==> src/hdl/crystal_keyword_number_extractor_top_macros.svh <==
// Assertion macros used by the keyword number extractor parser.
`ifndef CRYSTAL_KEYWORD_NUMBER_EXTRACTOR_TOP_MACROS_SVH
`define CRYSTAL_KEYWORD_NUMBER_EXTRACTOR_TOP_MACROS_SVH
`ifndef SYNTH
// Checked on every clock edge outside reset.
`define CKEN_ASSERT(name, prop, msg) \
  name: assert property (@(posedge clk) disable iff (rst) prop) else $error(msg);
// Checked on every clock edge, reset included.
`define CKEN_ASSERT_ALWAYS(name, prop, msg) \
  name: assert property (@(posedge clk) prop) else $error(msg);
`else
`define CKEN_ASSERT(name, prop, msg)
`define CKEN_ASSERT_ALWAYS(name, prop, msg)
`endif
`endif

==> src/hdl/cken_pkg.sv <==
// Types and constants shared by the keyword number extractor modules.
`timescale 1ns / 1ps
`default_nettype none
package cken_pkg;

  // Parser modes, one-hot.
  typedef enum logic [7:0] {
    MODE_WAIT   = 8'b0000_0001,
    MODE_NEWCMD = 8'b0000_0010,
    MODE_MATCH  = 8'b0000_0100,
    MODE_SKIP   = 8'b0000_1000,
    MODE_CELL   = 8'b0001_0000,
    MODE_LENGTH = 8'b0010_0000,
    MODE_NUMBER = 8'b0100_0000,
    MODE_DONE   = 8'b1000_0000
  } mode_t;

  // Characters that steer the parser.
  localparam logic [7:0] CharUnderscore = 8'h5F;
  localparam logic [7:0] CharPoint      = 8'h2E;
  localparam logic [7:0] CharDigit0     = 8'd48;
  localparam logic [7:0] CharDigit9     = 8'd57;
  localparam logic [7:0] CharC          = 8'h63;
  localparam logic [7:0] CharL          = 8'h6C;
  localparam logic [7:0] CharA          = 8'h61;

  // Keyword lengths: "ell" after 'c', "ength" after 'l'.
  localparam logic [2:0] LenEll   = 3'd3;
  localparam logic [2:0] LenEngth = 3'd5;

  // Largest fraction digit count.
  localparam logic [3:0] FracMax = 4'd15;

  // One input word.
  typedef struct packed {
    logic [7:0] char_code;
    logic       end_of_file;
  } item_t;

  // One result word.
  typedef struct packed {
    logic [31:0] value_mantissa;
    logic [3:0]  fraction_digits;
    logic        digit_seen;
    logic        overflow;
  } result_t;

  // Expected letter of the keyword being matched.
  function automatic logic [7:0] keyword_char(input logic sel, input logic [2:0] idx);
    logic [7:0] ch;
    ch = 8'h00;
    if (!sel) begin
      case (idx)
        3'd0: ch = 8'h65;
        3'd1: ch = 8'h6C;
        3'd2: ch = 8'h6C;
        default: ch = 8'h00;
      endcase
    end else begin
      case (idx)
        3'd0: ch = 8'h65;
        3'd1: ch = 8'h6E;
        3'd2: ch = 8'h67;
        3'd3: ch = 8'h74;
        3'd4: ch = 8'h68;
        default: ch = 8'h00;
      endcase
    end
    return ch;
  endfunction

endpackage
`default_nettype wire

==> src/hdl/crystal_keyword_number_extractor_top.sv <==
// Top level of the keyword number extractor.
// Usage:
//   The input channel carries one word per character: char_code and
//   end_of_file, accepted when item_valid is high and item_stall is low.
//   The block scans the text for "_cell", "_length" and "_a" and parses the
//   number that follows. Each finished number leaves on the result channel
//   as value_mantissa, fraction_digits, digit_seen and overflow, accepted when
//   result_valid is high and result_stall is low.
//   result_valid rises once the word ending the number has passed the input
//   register and the parser's result has loaded into the result register.
//   Throughput: one word per cycle while the result register is free; the
//   parser step with its multiply-by-ten adder is the whole per-word work.
//   When the receiver stalls, the result register holds its word, the parser
//   stops, and item_stall rises once the input register is full.
//   Synchronous reset clears the valid flags of both registers and returns the
//   parser to waiting for an underscore. After end of file every word is consumed
//   with no result until the next reset.
`timescale 1ns / 1ps
`default_nettype none
module crystal_keyword_number_extractor_top #(
  parameter int MANTISSA_BITS = 32
) (
  input  wire logic        clk,
  input  wire logic        rst,
  input  wire logic        item_valid,
  output logic             item_stall,
  input  wire logic [7:0]  char_code,
  input  wire logic        end_of_file,
  output logic             result_valid,
  input  wire logic        result_stall,
  output logic [31:0]      value_mantissa,
  output logic [3:0]       fraction_digits,
  output logic             digit_seen,
  output logic             overflow
);
  import cken_pkg::*;

  logic    held_valid;
  item_t   held_item;
  logic    take;
  logic    out_free;
  logic    res_valid;
  result_t res;
  result_t result;

  // Input register.
  cken_in_stage u_in_stage (
    .clk        (clk),
    .rst        (rst),
    .item_valid (item_valid),
    .item_stall (item_stall),
    .char_code  (char_code),
    .end_of_file(end_of_file),
    .take       (take),
    .held_valid (held_valid),
    .held_item  (held_item)
  );

  // Parser step.
  cken_parser #(
    .MANTISSA_BITS(MANTISSA_BITS)
  ) u_parser (
    .clk       (clk),
    .rst       (rst),
    .held_valid(held_valid),
    .held_item (held_item),
    .out_free  (out_free),
    .take      (take),
    .res_valid (res_valid),
    .res       (res)
  );

  // Result register.
  cken_out_stage u_out_stage (
    .clk         (clk),
    .rst         (rst),
    .res_valid   (res_valid),
    .res         (res),
    .out_free    (out_free),
    .result_valid(result_valid),
    .result_stall(result_stall),
    .result      (result)
  );

  // Result fields to ports.
  assign value_mantissa  = result.value_mantissa;
  assign fraction_digits = result.fraction_digits;
  assign digit_seen      = result.digit_seen;
  assign overflow        = result.overflow;

endmodule
`default_nettype wire

==> src/hdl/cken_in_stage.sv <==
// Input register that holds one word until the parser takes it.
`timescale 1ns / 1ps
`default_nettype none
module cken_in_stage (
  input  wire logic            clk,
  input  wire logic            rst,
  input  wire logic            item_valid,
  output logic                 item_stall,
  input  wire logic [7:0]      char_code,
  input  wire logic            end_of_file,
  input  wire logic            take,
  output logic                 held_valid,
  output cken_pkg::item_t      held_item
);
  import cken_pkg::*;

  logic accept;

  // The register is free when empty or when its word leaves this cycle.
  assign item_stall = held_valid && !take;
  assign accept     = item_valid && !item_stall;

  // Valid flag.
  always_ff @(posedge clk) begin
    if (rst) begin
      held_valid <= 1'b0;
    end else if (accept) begin
      held_valid <= 1'b1;
    end else if (take) begin
      held_valid <= 1'b0;
    end
  end

  // Payload.
  always_ff @(posedge clk) begin
    if (accept) begin
      held_item.char_code   <= char_code;
      held_item.end_of_file <= end_of_file;
    end
  end

endmodule
`default_nettype wire

==> src/hdl/cken_parser.sv <==
// Keyword matcher and decimal number accumulator, one character per cycle while the result register is free.
`timescale 1ns / 1ps
`default_nettype none
`include "crystal_keyword_number_extractor_top_macros.svh"
module cken_parser #(
  parameter int MANTISSA_BITS = 32
) (
  input  wire logic              clk,
  input  wire logic              rst,
  input  wire logic              held_valid,
  input  wire cken_pkg::item_t   held_item,
  input  wire logic              out_free,
  output logic                   take,
  output logic                   res_valid,
  output cken_pkg::result_t      res
);
  import cken_pkg::*;

  localparam int AccW  = (MANTISSA_BITS < 32) ? MANTISSA_BITS : 32;
  localparam int ProdW = AccW + 4;

  mode_t             mode, mode_next;
  logic              sel, sel_next;
  logic [2:0]        idx, idx_next;
  logic [AccW-1:0]   acc, acc_next;
  logic [3:0]        frac, frac_next;
  logic              point, point_next;
  logic              digit, digit_next;
  logic              sat, sat_next;

  logic [7:0]        ch;
  logic              is_digit;
  logic [3:0]        digit_val;
  logic [ProdW-1:0]  prod;
  logic              prod_over;
  logic [2:0]        kw_len;
  logic [2:0]        idx_inc;
  logic [7:0]        want;

  // A word is processed when the result register can take its result.
  assign take = held_valid && out_free;
  assign ch   = held_item.char_code;

  // Multiply by ten as two shifts and an add, then add the new digit.
  assign is_digit  = (ch >= CharDigit0) && (ch <= CharDigit9);
  assign digit_val = 4'(ch - CharDigit0);
  assign prod      = ProdW'({acc, 3'b000}) + ProdW'({acc, 1'b0}) + ProdW'(digit_val);
  assign prod_over = |prod[ProdW-1:AccW];

  // Keyword lookup.
  assign kw_len  = sel ? LenEngth : LenEll;
  assign idx_inc = idx + 3'd1;
  assign want    = keyword_char(sel, idx);

  // Result word from the current number state.
  always_comb begin
    res.value_mantissa  = digit ? 32'(acc) : 32'd0;
    res.fraction_digits = digit ? frac : 4'd0;
    res.digit_seen      = digit;
    res.overflow        = sat;
  end

  // Next-state logic.
  always_comb begin
    mode_next  = mode;
    sel_next   = sel;
    idx_next   = idx;
    acc_next   = acc;
    frac_next  = frac;
    point_next = point;
    digit_next = digit;
    sat_next   = sat;
    res_valid  = 1'b0;
    if (take && (mode != MODE_DONE)) begin
      if (held_item.end_of_file) begin
        res_valid = (mode == MODE_NUMBER);
        mode_next = MODE_DONE;
      end else begin
        case (mode)
          MODE_WAIT: begin
            if (ch == CharUnderscore) mode_next = MODE_NEWCMD;
          end
          MODE_NEWCMD: begin
            if (ch == CharC) begin
              mode_next = MODE_MATCH;
              sel_next  = 1'b0;
              idx_next  = 3'd0;
            end else if (ch != CharUnderscore) begin
              mode_next = MODE_WAIT;
            end
          end
          MODE_MATCH: begin
            if (idx >= kw_len) begin
              mode_next = MODE_WAIT;
            end else if (ch == CharUnderscore) begin
              mode_next = MODE_NEWCMD;
            end else if (ch != want) begin
              mode_next = MODE_WAIT;
            end else begin
              idx_next = idx_inc;
              if (idx_inc >= kw_len) mode_next = MODE_SKIP;
            end
          end
          MODE_SKIP: begin
            if (ch == CharUnderscore) mode_next = sel ? MODE_LENGTH : MODE_CELL;
          end
          MODE_CELL: begin
            if (ch == CharL) begin
              mode_next = MODE_MATCH;
              sel_next  = 1'b1;
              idx_next  = 3'd0;
            end else if (ch == CharUnderscore) begin
              mode_next = MODE_NEWCMD;
            end else begin
              mode_next = MODE_WAIT;
            end
          end
          MODE_LENGTH: begin
            if (ch == CharA) begin
              mode_next  = MODE_NUMBER;
              acc_next   = '0;
              frac_next  = 4'd0;
              point_next = 1'b0;
              digit_next = 1'b0;
              sat_next   = 1'b0;
            end else if (ch == CharUnderscore) begin
              mode_next = MODE_NEWCMD;
            end else begin
              mode_next = MODE_WAIT;
            end
          end
          MODE_NUMBER: begin
            if (ch == CharUnderscore) begin
              res_valid = 1'b1;
              mode_next = MODE_NEWCMD;
            end else if (ch == CharPoint) begin
              if (!point) begin
                point_next = 1'b1;
              end else begin
                res_valid = 1'b1;
                mode_next = MODE_WAIT;
              end
            end else if (is_digit) begin
              digit_next = 1'b1;
              if (!point) begin
                if (prod_over) begin
                  acc_next = '1;
                  sat_next = 1'b1;
                end else begin
                  acc_next = prod[AccW-1:0];
                end
              end else begin
                if (prod_over || (frac >= FracMax)) begin
                  sat_next = 1'b1;
                end else begin
                  acc_next  = prod[AccW-1:0];
                  frac_next = frac + 4'd1;
                end
              end
            end else if (digit) begin
              res_valid = 1'b1;
              mode_next = MODE_WAIT;
            end
          end
          MODE_DONE: begin
            mode_next = MODE_DONE;
          end
          default: begin
            mode_next = MODE_WAIT;
          end
        endcase
      end
    end
  end

  // State registers.
  always_ff @(posedge clk) begin
    if (rst) begin
      mode  <= MODE_WAIT;
      sel   <= 1'b0;
      idx   <= 3'd0;
      acc   <= '0;
      frac  <= 4'd0;
      point <= 1'b0;
      digit <= 1'b0;
      sat   <= 1'b0;
    end else begin
      mode  <= mode_next;
      sel   <= sel_next;
      idx   <= idx_next;
      acc   <= acc_next;
      frac  <= frac_next;
      point <= point_next;
      digit <= digit_next;
      sat   <= sat_next;
    end
  end

  // Once stopped, the parser stays stopped until reset.
  `CKEN_ASSERT(a_done_sticky, (mode == MODE_DONE) |=> (mode == MODE_DONE), "left stopped mode")
  // Without a digit the accumulators are still clear.
  `CKEN_ASSERT(a_clear_without_digit, (!digit) |-> ((acc == '0) && (frac == 4'd0)), "dirty number")
  // Fraction digits only count after a point.
  `CKEN_ASSERT(a_frac_needs_point, (frac != 4'd0) |-> point, "fraction without point")

endmodule
`default_nettype wire

==> src/hdl/cken_out_stage.sv <==
// Result register that holds a word while the receiver stalls.
`timescale 1ns / 1ps
`default_nettype none
module cken_out_stage (
  input  wire logic              clk,
  input  wire logic              rst,
  input  wire logic              res_valid,
  input  wire cken_pkg::result_t res,
  output logic                   out_free,
  output logic                   result_valid,
  input  wire logic              result_stall,
  output cken_pkg::result_t      result
);
  import cken_pkg::*;

  // The register can load when empty or when its word is taken now.
  assign out_free = !result_valid || !result_stall;

  // Valid flag.
  always_ff @(posedge clk) begin
    if (rst) begin
      result_valid <= 1'b0;
    end else if (out_free) begin
      result_valid <= res_valid;
    end
  end

  // Payload.
  always_ff @(posedge clk) begin
    if (out_free && res_valid) begin
      result <= res;
    end
  end

endmodule
`default_nettype wire
==> config.mk <==
export PLATFORM = sky130hd
export DESIGN_NAME = crystal_keyword_number_extractor_top
export DESIGN_NICKNAME = d
export VERILOG_FILES = /design/src/hdl/cken_pkg.sv /design/src/hdl/crystal_keyword_number_extractor_top.sv /design/src/hdl/cken_in_stage.sv /design/src/hdl/cken_parser.sv /design/src/hdl/cken_out_stage.sv
export VERILOG_INCLUDE_DIRS = /design/src /design/src/hdl
export SDC_FILE = /design/constraint.sdc
export NUM_CORES = 1
export LEC_CHECK = 0
export BUFFER_PORTS_ARGS = -buffer_cell sky130_fd_sc_hd__buf_2
export CAP_MARGIN = 30
export CORE_ASPECT_RATIO = 1.4
export CORE_MARGIN = 2
export CORE_UTILIZATION = 41
export DETAILED_ROUTE_END_ITERATION = 8
export GPL_TIMING_DRIVEN = 0
export MAX_ROUTING_LAYER = met4
export PLACE_DENSITY = 0.64
export SETUP_SLACK_MARGIN = 0.3
export SLEW_MARGIN = 25
export SYNTH_ARGS = -nofsm -noshare
export SYNTH_HDL_FRONTEND = slang
export SYNTH_HIERARCHICAL = 1
export SYNTH_SLANG_ARGS = --single-unit
==> constraint.sdc <==
create_clock -name clk -period 5.4 [get_ports clk]
set_input_delay 0 -clock clk [delete_from_list [all_inputs] [get_ports clk]]
set_output_delay 0 -clock clk [all_outputs]
set_load 0.05 [all_outputs]
# Word level (Yosys, flattened, before mapping)
# Cells that the tools add are included.
# classes
n_addsub,5
mul,0
div_mod_pow,0
magnitude_cmp,5
n_eq_ne,42
n_shift,0
mux,72
bitwise_logic,1
n_reduce_logical,27
# ops
cell,n
32-bit two-way mux,7
8-bit two-way mux,17
32-bit one-hot mux with 2 select lines,1
8-bit one-hot mux with 8 select lines,1
"8-bit by 7-bit equality test with 1-bit output, second input constant",5
35-bit by 33-bit adder with 36-bit output,1
36-bit by 4-bit adder with 36-bit output,1
7-bit one-hot mux with 5 select lines,1
1-bit two-way mux,24
4-bit two-way mux,6
8-bit AND reduction,3
3-bit two-way mux,6
9-bit AND reduction,2
"8-bit by 6-bit equality test with 1-bit output, second input constant",2
"2-bit inequality test, second input constant",7
7-bit one-hot mux with 2 select lines,1
"2-bit by 1-bit inequality test with 1-bit output, second input constant",5
"5-bit by 4-bit inequality test with 1-bit output, second input constant",2
3-bit one-hot mux with 3 select lines,1
"8-bit by 1-bit equality test with 1-bit output, second input constant",1
"8-bit by 2-bit equality test with 1-bit output, second input constant",1
"8-bit by 3-bit equality test with 1-bit output, second input constant",1
"8-bit by 4-bit equality test with 1-bit output, second input constant",1
"8-bit by 5-bit equality test with 1-bit output, second input constant",1
36 further kinds,54
# word_totals
reg_bits,100
latchBits,0
ramBits,0
rom_bits,0
out_inout_bits,40
wordCells,168
mem_count,0

# Logic depth before layout (Yosys ltp)
# logic_depth
ltp_word,10
mapped_depth,15
mapped_depth_nobuf,12

# By module
# The synthesis kept the hierarchy.
# modules_own_cells
module,instances,cells_each,area_per_inst_um2,seq_area_each_um2
cken_parser,1,678,5190.0,1021.0
cken_out_stage,1,43,1179.9,1161.1
cken_in_stage,1,13,320.3,290.3

# Least setup slack after synthesis
# OpenSTA, ideal clock, no wires.
# synth_path
kind,reg-to-reg
startpoint,"reg, netlist name u_in_stage/held_item[4]"
endpoint,reg u_parser.acc[21]
setup_time_ns,0.081
t_arrival_ns,3.951
required_time_ns,5.319
setup_slack_ns,1.368
path_stages_with_launch,15
path_buffers,3
period_less_slack_ns,4.032
cell_sequence,edfxtp_1 -> fa_1 -> fa_1 -> a211oi_2 -> o211ai_1 -> a41oi_2 -> a2111oi_2 -> or3_1 -> a32o_1 -> or4_1 -> buf_2 -> and2_4 -> buf_6 -> buf_6 -> a211oi_2
# synth_between
elab_chain_cells,9
elab_cells_between_ends,23
cone_classes,add/sub: 2; order compare: 2; eq/ne: 8; mux: 7; reduce/logical: 4
# synth_lines
element,line,rtl
4-bit by 1-bit subtractor with 4-bit output,cken_parser.sv:46,assign digit_val = 4'(ch - CharDigit0);
36-bit by 4-bit adder with 36-bit output,cken_parser.sv:47,"assign prod = ProdW'({acc, 3'b000}) + ProdW'({acc, 1'b0}) + ProdW'(digit_val);"
4-bit OR reduction,cken_parser.sv:48,assign prod_over = |prod[ProdW-1:AccW];
32-bit two-way mux,cken_parser.sv:146,if (prod_over) begin
32-bit two-way mux,cken_parser.sv:145,if (!point) begin
32-bit two-way mux,cken_parser.sv:143,end else if (is_digit) begin
32-bit two-way mux,cken_parser.sv:136,end else if (ch == CharPoint) begin
32-bit two-way mux,cken_parser.sv:133,if (ch == CharUnderscore) begin
32-bit one-hot mux with 2 select lines,cken_parser.sv:79,case (mode)
end signal: assignment,cken_parser.sv:191,acc <= acc_next;
end: declaration,cken_parser.sv:25,"logic [AccW-1:0] acc, acc_next;"
# Parallel ways exist; a longest one is shown, timed or not. The select of a mux whose other input is x is not followed.
# A chain may end at the register's enable or synchronous reset.

# Final worst setup path
# layout_path
startpoint,"reg, netlist name u_in_stage/held_item[4]"
endpoint,reg u_parser.acc[24]
# layout_between
elab_chain_cells,9
elab_cells_between_ends,23
cone_classes,add/sub: 2; order compare: 2; eq/ne: 8; mux: 7; reduce/logical: 4
# layout_lines
element,line
4-bit by 1-bit subtractor with 4-bit output,cken_parser.sv:46
36-bit by 4-bit adder with 36-bit output,cken_parser.sv:47
4-bit OR reduction,cken_parser.sv:48
32-bit two-way mux,cken_parser.sv:146
32-bit two-way mux,cken_parser.sv:145
32-bit two-way mux,cken_parser.sv:143
32-bit two-way mux,cken_parser.sv:136
32-bit two-way mux,cken_parser.sv:133
32-bit one-hot mux with 2 select lines,cken_parser.sv:79
# Parallel ways exist; a longest one is shown, timed or not. The select of a mux whose other input is x is not followed.

==> impl_metrics.py <==
metrics = {
    "outcome": {
        "status": "finished clean",
    },
    "route": {
        "vias": 5551,
        "dr.pass1.iters": 5,
        "viasPerCell": 5.47,
        "drt.antenna.violating_nets": 0,
        "dr.first_iter.drc_count": 299,
        "drc_errors": 0,
        "wirelength_um": 16400,
        "avgRoutedWirePerCell_um": 16.1,
    },
    "floorplanning": {
        "rows": 55,
        "pin_count": 53,
        "dieArea_sq_um": 17400,
        "core_sq_um": 16100,
        "die_h_um": 155,
        "initial_core_util": 0.415,
        "die_w_um": 112,
    },
    "power": {
        "power.switching_uw": 352,
        "pwr-share-clk": 0.441,
        "sequentialPowerShare": 0.520,
        "ir_drop_mv": 0.207,
        "cellPowerDensity_nw_per_um2": 202,
        "swShare": 0.228,
        "p_int_uw": 1200,
        "pwr-share-comb": 0.039,
        "p_leak_uw": 0.00340,
        "power_uw": 1550,
    },
    "worst_setup_path": {
        "start_kind": "flip-flop",
        "critical_path_class": "flip-flop to flip-flop",
        "cp.required_ns": 5.68,
        "arrival_ns": 4.71,
        "path_max_fanout": 10,
        "critPathCaptureType": "flip-flop",
        "rrSetupSlack_ns": 0.97,
    },
    "layout": {
        "drive_gt1_frac": 0.124,
        "fin_nets": 898,
        "area_growth_pct": 14.4,
        "fillers": 1572,
        "diodes": 0,
    },
    "global_routing": {
        "grtUsageTotal": 0.199,
        "grt_max_degree": 23,
        "grt.overflow.total": 0,
        "grt_pass1_wl_um": 27100,
        "antenna_found_initial": 0,
        "grt_pass1_vias": 5495,
    },
    "timing": {
        "setup_viol": 0,
        "fin_hold_ws_ns": 0.242,
        "fin_crit_sh": 0.820,
        "max_freq_mhz": 226,
        "fin_setup_tns_ns": 0,
        "fin_crit_ns": 4.43,
        "finalMaxSlewViolations": 0,
        "rsz0062_at_grt": "false",
        "worst_pin_slew_ns": 0.892,
        "relSlewSlack": 0.404,
        "hold_violations": 0,
        "finClkSkew_ns": 0.00997,
    },
    "logic_synthesis": {
        "synthTopCellsByCount": "nand2_1 (80), ha_1 (73), nor2_1 (66)",
        "synth.distinct_cells": 66,
        "synth_edf_count": 47,
        "syn-cell-area_sq_um": 6690,
        "yosysSeqAreaShare": 0.370,
        "synth_warnings": 6,
        "syn_inst": 734,
        "async_reset_ff_frac": 0,
        "synthTopCellsByArea": "edfxtp_1 (21%), dfxtp_1 (16%), ha_1 (14%)",
        "yosys_register_bits": 100,
        "ys.flop_type": "dfxtp_1",
        "synth_area_leader_cell": "edfxtp_1",
        "syn_avg_cell_area_sq_um": 9.11,
        "syn_nets": 822,
        "yosysTopAreaCellShare": 0.211,
        "yosysMostFrequentCell": "nand2_1",
    },
    "clock_tree": {
        "clock-sinks": 100,
        "cts_root_buf": "clkbuf_16",
        "cts_hold_buf": 12,
        "postCtsSetupBuffers": 0,
        "tritoncts": "yes",
        "htreeDepth": 3,
        "cts_buffer_depth": 2,
        "clk_pin_slew_ns": 0.07,
        "post_cts_resized": 0,
        "clk_latency_ns": 0.36,
        "cts_inserted_buffers": 9,
    },
    "run": {
        "drv_cap": 0,
    },
    "place": {
        "dp.final_hpwl_um": 12500,
        "portBuffers": 52,
        "gp_congestion": 0.909,
    },
    "worst_hold_path": {
        "hold_class": "input pin to flip-flop",
    },
}
layout by cell type (no fill, tap or decap), drive strengths merged, types with 15 or more instances in the layout:
cell | netlist | layout
o21ai | 33 | 33
ha | 73 | 73
dfxtp | 53 | 53
buf | 9 | 62
a21oi | 50 | 50
xor2 | 16 | 16
nor2 | 66 | 66
xnor2 | 18 | 18
and2 | 41 | 41
nor3 | 15 | 15
nand2 | 80 | 80
clkbuf | 25 | 35
inv | 22 | 24
a211oi | 37 | 37
nand4 | 15 | 15
edfxtp | 47 | 47
power groups by stage:
stage               combinational (uW)  clock [uW]  sequential, uW
detailed placement                52.8           0             821
CTS                               59.0         701             804
global placement                  52.7           0             821
floorplan                         37.2           0             818
finish                            59.9         683             804
global route                      65.6         725             805
state kept, by name, summed over array words and instances (netlist names):
register and cells:
u_parser/digit 1, u_parser/frac 4, u_out_stage/result 38, u_parser/mode 8, u_out_stage/result_valid 1, u_in_stage/held_item 9, u_in_stage/held_valid 1, u_parser/acc 32
u_parser/idx 3, u_parser/sat 1, u_parser/point 1, u_parser/sel 1
worst paths after layout:
kind / to / depth (start not counted) / from
min reg2reg: u_parser/acc[8] / 2 / u_parser/acc[8]
min: u_parser/point / 6 / result_stall
max reg2reg: u_parser/acc[24] / 14 / u_in_stage/held_item[4]
max: u_parser/acc[24] / 14 / u_in_stage/held_item[4]
routing by layer:
metal  vias up  track usage  part of all wire
met5         -            -                 0
met2        97        0.366              0.53
met3        25       0.0308             0.032
met4         0       0.0691             0.022
met1      2597        0.218              0.42
li1       2832            -                 -
metrics by stage:
step                worst slack, ns  cells  cell area [sq um]   util
global placement               1.02    985               7200  0.447
CTS                           0.951   1014               7650  0.475
detailed placement            0.983    986               7220  0.448
global route                  0.722   1014               7650  0.475
finish                        0.969   1014               7650  0.475
floorplan                      1.37    734               6690      -
critical path, cell delays in order, from the launching register on:
cell and delay [ns]:
edfxtp_1 0.48, fa_1 0.58, fa_1 0.50, a211oi_2 0.26, o211ai_1 0.13, a41oi_2 0.37
a2111oi_2 0.13, or3_1 0.37, a32o_1 0.28, or4_1 0.40, buf_2 0.18, and2_4 0.17
buf_6 0.14, buf_6 0.16, a211oi_2 0.19
cells by family (layout without fill, tap and decap cells):
family,after synthesis,count (layout),share of synthesized area
multiplexers,5,5,0.00767
buffers and inverters,56,137,0.0365
AND/OR/NAND/NOR,283,283,0.213
flip-flops,100,100,0.370
adder cells (fa/ha/maj),75,75,0.143
AO/OA/AOI/OAI,181,181,0.186
XOR/XNOR,34,34,0.0445
final cells by class:
| cell class | count | area, sq um | area share |
|---|---|---|---|
| Multi-Input combinational cell | 578 | 3980 | 0.520 |
| Clock inverter | 6 | 71.3 | 0.00932 |
| Inverter | 22 | 82.6 | 0.0108 |
| Tap cell | 199 | 249 | 0.0325 |
| Buffer | 34 | 161 | 0.0211 |
| Clock buffer | 10 | 239 | 0.0312 |
| Timing Repair Buffer | 65 | 400 | 0.0523 |
| Sequential cell | 100 | 2470 | 0.323 |
Note: power is estimated with default switching activity, not from simulation.
